==> src/hw/rtl/skmd_pkg.sv <==
// Shared types and constants for the single-key Morse decoder.
// Holds the configuration register layout, the letter code table and the
// result word type. No dependencies.
package skmd_pkg;

  // Configuration port layout
  localparam int unsigned CFG_W     = 16;
  localparam int unsigned CFG_IDX_W = 2;

  localparam logic [CFG_IDX_W-1:0] CFG_IDX_LONG_PRESS = CFG_IDX_W'(0);
  localparam logic [CFG_IDX_W-1:0] CFG_IDX_END_GAP    = CFG_IDX_W'(1);

  localparam logic [CFG_W-1:0] LONG_PRESS_RESET = 16'h2000;
  localparam logic [CFG_W-1:0] END_GAP_RESET    = 16'h6000;

  // Letter output
  localparam int unsigned LETTER_W     = 7;
  localparam int unsigned LETTER_COUNT = 26;
  localparam logic [LETTER_W-1:0] ASCII_A = 7'd65;

  // Morse codes of A..Z: symbol count, and pattern with bit i = symbol i (1 = dash)
  localparam logic [3:0] CODE_LEN [LETTER_COUNT] = '{
    4'd2, 4'd4, 4'd4, 4'd3, 4'd1, 4'd4, 4'd3, 4'd4, 4'd2, 4'd4, 4'd3, 4'd4, 4'd2,
    4'd2, 4'd3, 4'd4, 4'd4, 4'd3, 4'd3, 4'd1, 4'd3, 4'd4, 4'd3, 4'd4, 4'd4, 4'd4
  };
  localparam logic [7:0] CODE_PAT [LETTER_COUNT] = '{
    8'd2, 8'd1, 8'd5,  8'd1, 8'd0, 8'd4, 8'd3, 8'd0, 8'd0, 8'd14, 8'd5, 8'd2, 8'd3,
    8'd1, 8'd7, 8'd6, 8'd11, 8'd2, 8'd0, 8'd1, 8'd4, 8'd8, 8'd6, 8'd9, 8'd13, 8'd3
  };

  typedef struct packed {
    logic [CFG_W-1:0] long_press_ticks;
    logic [CFG_W-1:0] end_gap_ticks;
  } cfg_t;

  typedef struct packed {
    logic                valid;
    logic [LETTER_W-1:0] letter;
  } letter_t;

endpackage

==> src/hw/rtl/single_key_morse_decoder.sv <==
// Single-key Morse decoder top level: input register, keying core, result
// register and configuration registers. Depends on skmd_pkg, skmd_cfg_regs
// and skmd_core.
//
// The block takes one sampled key level per word on the slave stream and
// turns presses and releases into dots and dashes. A press held for
// long_press_ticks samples is a dash, a shorter press is a dot; a silence of
// end_gap_ticks samples after a release ends the character, and if it
// matches one of the letters A to Z its ASCII code leaves on the master
// stream. Characters with more than MAX_SYMBOLS symbols, or with a sequence
// that is no letter, produce no output word. The tick counter is
// COUNT_WIDTH bits wide and saturates, so a threshold above its range never
// fires. The block accepts one word per clock cycle unless the slave side
// stalls; the sample that ends a character is held in the input register,
// and its letter is valid on the master side once the core processes it,
// held in the result register until taken. A stalled master side holds the
// result register and, once the input register is also full, the slave
// side. Registers are written through the cfg port (index 0: long press,
// index 1: end gap, other indexes ignored) by the user only while the
// stream is idle, which the block does not enforce; the port never stalls.
module single_key_morse_decoder
  import skmd_pkg::*;
#(
  parameter int unsigned MAX_SYMBOLS = 6,
  parameter int unsigned COUNT_WIDTH = 16
) (
  input  logic                 clk_i,
  input  logic                 rst_ni,
  // Slave stream: key samples
  input  logic                 s_axis_tvalid,
  output logic                 s_axis_tready,
  input  logic [7:0]           s_axis_tdata,   // [0] key_down, [7:1] zero
  // Master stream: decoded letters
  output logic                 m_axis_tvalid,
  input  logic                 m_axis_tready,
  output logic [7:0]           m_axis_tdata,   // [6:0] letter, [7] zero
  // Configuration write channel
  input  logic                 cfg_valid_i,
  output logic                 cfg_ready_o,
  input  logic [CFG_IDX_W-1:0] cfg_index_i,
  input  logic [CFG_W-1:0]     cfg_data_i
);

  logic                in_valid_q, in_valid_d;
  logic                in_key_q;
  logic                out_valid_q, out_valid_d;
  logic [LETTER_W-1:0] out_letter_q;
  logic                advance, step;
  cfg_t                cfg;
  letter_t             result;

  // Move the pipeline whenever the result register is free or being taken
  assign advance = !out_valid_q || m_axis_tready;
  assign step    = in_valid_q && advance;

  assign s_axis_tready = !in_valid_q || advance;
  assign in_valid_d    = s_axis_tready ? s_axis_tvalid : in_valid_q;
  assign out_valid_d   = advance ? (step && result.valid) : out_valid_q;

  assign cfg_ready_o = 1'b1;

  skmd_cfg_regs u_cfg_regs (
    .clk_i      (clk_i),
    .rst_ni     (rst_ni),
    .wr_en_i    (cfg_valid_i),
    .wr_index_i (cfg_index_i),
    .wr_data_i  (cfg_data_i),
    .cfg_o      (cfg)
  );

  skmd_core #(
    .MAX_SYMBOLS (MAX_SYMBOLS),
    .COUNT_WIDTH (COUNT_WIDTH)
  ) u_core (
    .clk_i    (clk_i),
    .rst_ni   (rst_ni),
    .step_i   (step),
    .key_i    (in_key_q),
    .cfg_i    (cfg),
    .result_o (result)
  );

  // Control state
  always_ff @(posedge clk_i or negedge rst_ni) begin
    if (!rst_ni) begin
      in_valid_q  <= 1'b0;
      out_valid_q <= 1'b0;
    end else begin
      in_valid_q  <= in_valid_d;
      out_valid_q <= out_valid_d;
    end
  end

  // Payload: capture the sample on accept, the letter when one is decoded
  always_ff @(posedge clk_i) begin
    if (s_axis_tready && s_axis_tvalid) begin
      in_key_q <= s_axis_tdata[0];
    end
    if (step && result.valid) begin
      out_letter_q <= result.letter;
    end
  end

  assign m_axis_tvalid = out_valid_q;
  assign m_axis_tdata  = {1'b0, out_letter_q};

endmodule

==> src/hw/rtl/skmd_cfg_regs.sv <==
// Configuration registers of the single-key Morse decoder.
// Depends on skmd_pkg.
module skmd_cfg_regs
  import skmd_pkg::*;
(
  input  logic                 clk_i,
  input  logic                 rst_ni,
  input  logic                 wr_en_i,
  input  logic [CFG_IDX_W-1:0] wr_index_i,
  input  logic [CFG_W-1:0]     wr_data_i,
  output cfg_t                 cfg_o
);

  cfg_t cfg_q, cfg_d;

  always_comb begin
    cfg_d = cfg_q;
    if (wr_en_i) begin
      // Drop writes to indexes outside the register list
      if (wr_index_i == CFG_IDX_LONG_PRESS) begin
        cfg_d.long_press_ticks = wr_data_i;
      end else if (wr_index_i == CFG_IDX_END_GAP) begin
        cfg_d.end_gap_ticks = wr_data_i;
      end
    end
  end

  always_ff @(posedge clk_i or negedge rst_ni) begin
    if (!rst_ni) begin
      cfg_q.long_press_ticks <= LONG_PRESS_RESET;
      cfg_q.end_gap_ticks    <= END_GAP_RESET;
    end else begin
      cfg_q <= cfg_d;
    end
  end

  assign cfg_o = cfg_q;

endmodule

==> src/hw/rtl/skmd_core.sv <==
// Keying state machine, symbol collector and letter decoder.
// Processes one key sample per enabled cycle. Depends on skmd_pkg.
module skmd_core
  import skmd_pkg::*;
#(
  parameter int unsigned MAX_SYMBOLS = 6,
  parameter int unsigned COUNT_WIDTH = 16
) (
  input  logic    clk_i,
  input  logic    rst_ni,
  input  logic    step_i,
  input  logic    key_i,
  input  cfg_t    cfg_i,
  output letter_t result_o
);

  localparam int unsigned SYM_CNT_W = $clog2(MAX_SYMBOLS + 1);
  localparam int unsigned SYM_IDX_W = $clog2(MAX_SYMBOLS);
  localparam int unsigned CMP_W     = (COUNT_WIDTH > CFG_W) ? COUNT_WIDTH : CFG_W;

  typedef enum logic [1:0] {
    PH_IDLE,
    PH_PRESSED,
    PH_RELEASED
  } phase_e;

  phase_e                 phase_q, phase_d;
  logic                   key_level_q, key_level_d;
  logic [COUNT_WIDTH-1:0] tick_q, tick_d;
  logic [MAX_SYMBOLS-1:0] sym_bits_q, sym_bits_d;
  logic [SYM_CNT_W-1:0]   sym_count_q, sym_count_d;
  logic                   too_long_q, too_long_d;

  logic                   tick_inc_valid;
  logic [COUNT_WIDTH-1:0] tick_inc;
  logic                   add_req, add_dash, char_end;
  logic                   sym_full;
  letter_t                decoded;

  // Saturating tick count
  assign tick_inc = (tick_q == '1) ? tick_q : tick_q + COUNT_WIDTH'(1);
  assign tick_inc_valid = 1'b1;
  assign sym_full = too_long_q || (sym_count_q >= SYM_CNT_W'(MAX_SYMBOLS));

  // Match the collected symbols against all letter codes
  always_comb begin
    decoded = '0;
    for (int i = 0; i < LETTER_COUNT; i++) begin
      if ((4'(sym_count_q) == CODE_LEN[i]) && (8'(sym_bits_q) == CODE_PAT[i])) begin
        decoded.valid  = 1'b1;
        decoded.letter = ASCII_A + LETTER_W'(i);
      end
    end
  end

  always_comb begin
    phase_d     = phase_q;
    key_level_d = key_level_q;
    tick_d      = tick_q;
    sym_bits_d  = sym_bits_q;
    sym_count_d = sym_count_q;
    too_long_d  = too_long_q;
    add_req     = 1'b0;
    add_dash    = 1'b0;
    char_end    = 1'b0;

    if (key_i != key_level_q) begin
      key_level_d = key_i;
      tick_d      = '0;
      if (!key_i) begin
        add_req = (phase_q == PH_PRESSED);
        phase_d = PH_RELEASED;
      end else begin
        phase_d = PH_PRESSED;
      end
    end else if (tick_inc_valid && (phase_q == PH_PRESSED)) begin
      tick_d = tick_inc;
      if (CMP_W'(tick_inc) >= CMP_W'(cfg_i.long_press_ticks)) begin
        add_req  = 1'b1;
        add_dash = 1'b1;
        phase_d  = PH_IDLE;
      end
    end else if (phase_q == PH_RELEASED) begin
      tick_d = tick_inc;
      if (CMP_W'(tick_inc) >= CMP_W'(cfg_i.end_gap_ticks)) begin
        char_end = 1'b1;
        phase_d  = PH_IDLE;
      end
    end

    if (add_req) begin
      if (sym_full) begin
        too_long_d = 1'b1;
      end else begin
        sym_bits_d[sym_count_q[SYM_IDX_W-1:0]] = add_dash;
        sym_count_d = sym_count_q + SYM_CNT_W'(1);
      end
    end

    if (char_end) begin
      sym_bits_d  = '0;
      sym_count_d = '0;
      too_long_d  = 1'b0;
    end
  end

  always_comb begin
    result_o        = decoded;
    result_o.valid  = step_i && char_end && !too_long_q && decoded.valid;
  end

  always_ff @(posedge clk_i or negedge rst_ni) begin
    if (!rst_ni) begin
      phase_q     <= PH_IDLE;
      key_level_q <= 1'b0;
      tick_q      <= '0;
      sym_bits_q  <= '0;
      sym_count_q <= '0;
      too_long_q  <= 1'b0;
    end else if (step_i) begin
      phase_q     <= phase_d;
      key_level_q <= key_level_d;
      tick_q      <= tick_d;
      sym_bits_q  <= sym_bits_d;
      sym_count_q <= sym_count_d;
      too_long_q  <= too_long_d;
    end
  end

endmodule
==> config.mk <==
export PLATFORM = sky130hd
export DESIGN_NAME = single_key_morse_decoder
export DESIGN_NICKNAME = d
export VERILOG_FILES = /design/src/hw/rtl/skmd_pkg.sv /design/src/hw/rtl/single_key_morse_decoder.sv /design/src/hw/rtl/skmd_cfg_regs.sv /design/src/hw/rtl/skmd_core.sv
export SDC_FILE = /design/constraint.sdc
export NUM_CORES = 1
export LEC_CHECK = 0
export ABC_CLOCK_PERIOD_IN_PS = 3800
export BUFFER_PORTS_ARGS = -buffer_cell sky130_fd_sc_hd__buf_2
export CAP_MARGIN = 10
export CORE_MARGIN = 3
export CORE_UTILIZATION = 40
export CTS_CLUSTER_SIZE = 28
export DETAILED_ROUTE_END_ITERATION = 10
export GPL_TIMING_DRIVEN = 0
export PLACE_DENSITY = 0.6
export REMOVE_ABC_BUFFERS = 1
export SYNTH_ARGS = -nofsm -noshare
export SYNTH_HDL_FRONTEND = slang
export SYNTH_HIERARCHICAL = 1
export SYNTH_SLANG_ARGS = --single-unit
==> constraint.sdc <==
create_clock -name clk_i -period 3.8 [get_ports clk_i]
set_input_delay 0 -clock clk_i [delete_from_list [all_inputs] [get_ports clk_i]]
set_output_delay 0 -clock clk_i [all_outputs]
set_load 0.02 [all_outputs]
==> metrics <==
outcome=complete, no violations; syn_area_per_cell=around 9.5 um2; wire per inst=approximately 15 um; Initial Util=0.415; r2r worst-path depth=13; Crit Path Max Fanout=7; drt first pass iters=5; drt via density=5.49; vias after detailed routing=3901; Clock Latency Late Sink=0.33 ns; worst setup path end=out_letter_q[6]; Final Max Tran Viols=0; Buffers on Ports=32; Final HPWL DP=7.49 mm; Num CTS Buffers=9; flop-to-flop setup slack=0.19 ns; crit path capture type=flop; Final Hold Viols=0; setup TNS=0 ns; Slew @ Worst Pin=0.927 ns; Yosys top cell area share=0.313; core area=~12000 um2; Die Footprint=13400 um2; final wirelength=10.7 mm; final std cell area, no fill=5730 um2; Max-cap violations=0; Worst setup startpoint=u_core/tick_q[8]; H-tree depth reported by CTS=3; Slew headroom=0.381; share of cells above drive strength 1=0.220; # fillers=1089; Sink Count=71; Clock Skew=0.00872 ns; FF-to-FF Start=u_core/tick_q[8]; Period Utilization, post-route=0.949; post-synthesis sequential area ratio=0.379; register bit count reported by yosys=71; Worst Path Required=3.80 ns; post-place setup slack=-1.21 ns; first-pass GRT wire length=18.3 mm; Lkg Pwr=2.65 nW; die height=roughly 120 um; R2R Path End=out_letter_q[6]; startpoint types=flop; Top FF cell, synth=dfrtp_1; ANT cells=0; Die Wd=116 um; Worst-path clk slew=0.06 ns; grt total ovfl=0; Worst EP arrival=3.61 ns; FFs w/ async S/R, synth=0.887; root buf cell=clkbuf_16; Layout area overhead=19.2%; dominant cell type by area after synthesis=dfrtp_1; maximum vdd drop=between 0.15 and 0.2 mV; Setup Viol. Count Final=0; Post-synth EDFFs=8; CP Class=flop to flop; vias in the first global route=about 3800; Post-Syn Area=4800 um2; Final ANT Viol Nets=0; post-detailed-placement cell area=5030 um2; largest net degree at the start of global routing=64; nets=around 630; Final min period=approximately 3.6 ns; gpl congestion=0.879; gr usage total=0.171; total power=2.64 mW; I/O pin count=42; dominant cells by area after synthesis=dfrtp_1 (31%), ha_1 (10%), mux2_2 (7.7%), edfxtp_1 (5.0%), nand2_1 (3.9%); worst min path class=input port to flop; yosys warns=6; power density over the cells=about 460 nW/um2; DRT iter0 DRCs=281; initial antenna violation count=0; Clock Tree Buf Depth=2; Post-Syn Instances=508; Synth cell types=68; Residual DRC=0; PnR worst setup slack=0.194 ns; # rows=39; CTS tree=done; Achievable Freq=277 MHz
[cell usage after synthesis, types with 3 or more instances]
cell and n:
clkbuf_1 11, nor3_1 11, inv_1 39, nand2_1 50, conb_1 3, a21o_1 11, o21a_1 4, ha_1 40
nand2b_1 9, buf_2 3, buf_4 4, o21ai_1 3, a21oi_1 20, xnor2_1 11, dfrtp_1 60, and3_1 8
o31ai_1 10, nor3b_1 3, o211ai_1 5, a22o_1 8, nor2b_1 7, a32o_1 5, mux2_2 33, nand3_1 26
and2_1 3, o21ai_0 25, a31oi_1 4, dfstp_2 3, or4_1 3, edfxtp_1 8, nand4_1 6, nor2_1 24
[logic make-up after synthesis]
group	Yosys count	share of synthesized area
compound gates	117	0.167
xor+xnor	13	0.0237
fa+ha+maj	40	0.104
buf+inv	61	0.0552
flops	71	0.379
mux	35	0.0815
other cells	3	0.00234
simple gates	168	0.187
[how the worst min path moves through the flow]
stage,from,endpoint,slack (ns),cells after the start
CTS,cfg_index_i[1],u_cfg_regs/cfg_o[31],0.16,3
finish,cfg_index_i[1],u_cfg_regs/cfg_o[16],0.17,3
global route,cfg_index_i[1],u_cfg_regs/cfg_o[16],0.19,3
detailed placement,rst_ni,m_axis_tvalid,0.15,1
floorplan,rst_ni,in_valid_q,-0.30,0
global placement,s_axis_tdata[0],in_key_q,0.18,1
[registers in the layout (all words and copies together) (netlist names)]
signal,flops
u_core/key_level_q,1
u_core/tick_q,16
in_key_q,1
u_cfg_regs/cfg_o,32
u_core/too_long_q,1
u_core/sym_bits_q,6
out_letter_q,7
m_axis_tvalid,1
u_core/phase_q,2
u_core/sym_count_q,3
in_valid_q,1
[metal layers]
layer | vias up | track usage | wire [um]
met3 | 12 | 0.0324 | 448
li1 | 1943 | - | -
met4 | 0 | 0.0540 | 134
met5 | - | 0 | 0
met1 | 1855 | 0.246 | 5350
met2 | 91 | 0.262 | 4780
[where the power goes]
group | total, mW | internal (mW) | switching (mW)
sequential | 1.01 | 0.892 | 0.117
clock | 0.845 | 0.539 | 0.305
combinational | 0.788 | 0.334 | 0.454
total | 2.64 | 1.77 | 0.876
[final cells by class]
class	instances	area, um2	share of cell area
multi-input combinational	377	2820	0.493
sequential	71	1820	0.318
timing repair buffer	63	448	0.0782
clock buffer	12	256	0.0448
tap	143	179	0.0313
inverter	41	154	0.0269
clock inverter	3	41.3	0.00721
[critical path, stage by stage, from the launching register on]
cell	delay [ns]
dfrtp_2	0.42
and3_1	0.24
and3_2	0.28
and2_1	0.19
nand3_1	0.12
mux2i_2	0.21
ha_1	0.32
and4_1	0.26
o2111ai_1	0.16
o21ai_2	0.24
nand4_1	0.18
nor3b_2	0.24
nand2_1	0.13
nor2b_4	0.27
[timing repair]
item	CTS	global route
buffers inserted	3	7
cloned	0	1
hold buffers	21	0
resized for setup	10	15
pin swaps	3	6
endpoints found under the hold margin	96	0
endpoints found under the setup margin	20	18
[cell usage in the layout (no fill, tap or decap), types with 8 or more instances in the layout]
cell type / n
a21oi_1: 20
dfrtp_1: 58
ha_1: 40
nand2b_1: 9
o21ai_0: 23
buf_2: 31
edfxtp_1: 8
a21o_1: 11
dlygate4sd3_1: 21
nor3_1: 9
clkbuf_16: 9
nand2_1: 49
mux2_2: 33
inv_1: 39
xnor2_1: 10
buf_4: 11
o31ai_1: 10
a22o_1: 8
nor2_1: 23
nand3_1: 24
[per-stage QoR]
stage / instances / utilization / hold WS (ns)
final: 710 / 0.495 / 0.171
after global routing: 710 / 0.495 / 0.189
after global placement: 663 / 0.435 / 0.179
after floorplan: 488 / - / -0.296
after CTS: 702 / 0.485 / 0.164
after detailed placement: 663 / 0.435 / 0.148
No activity file was read; power rests on OpenSTA's default activity.
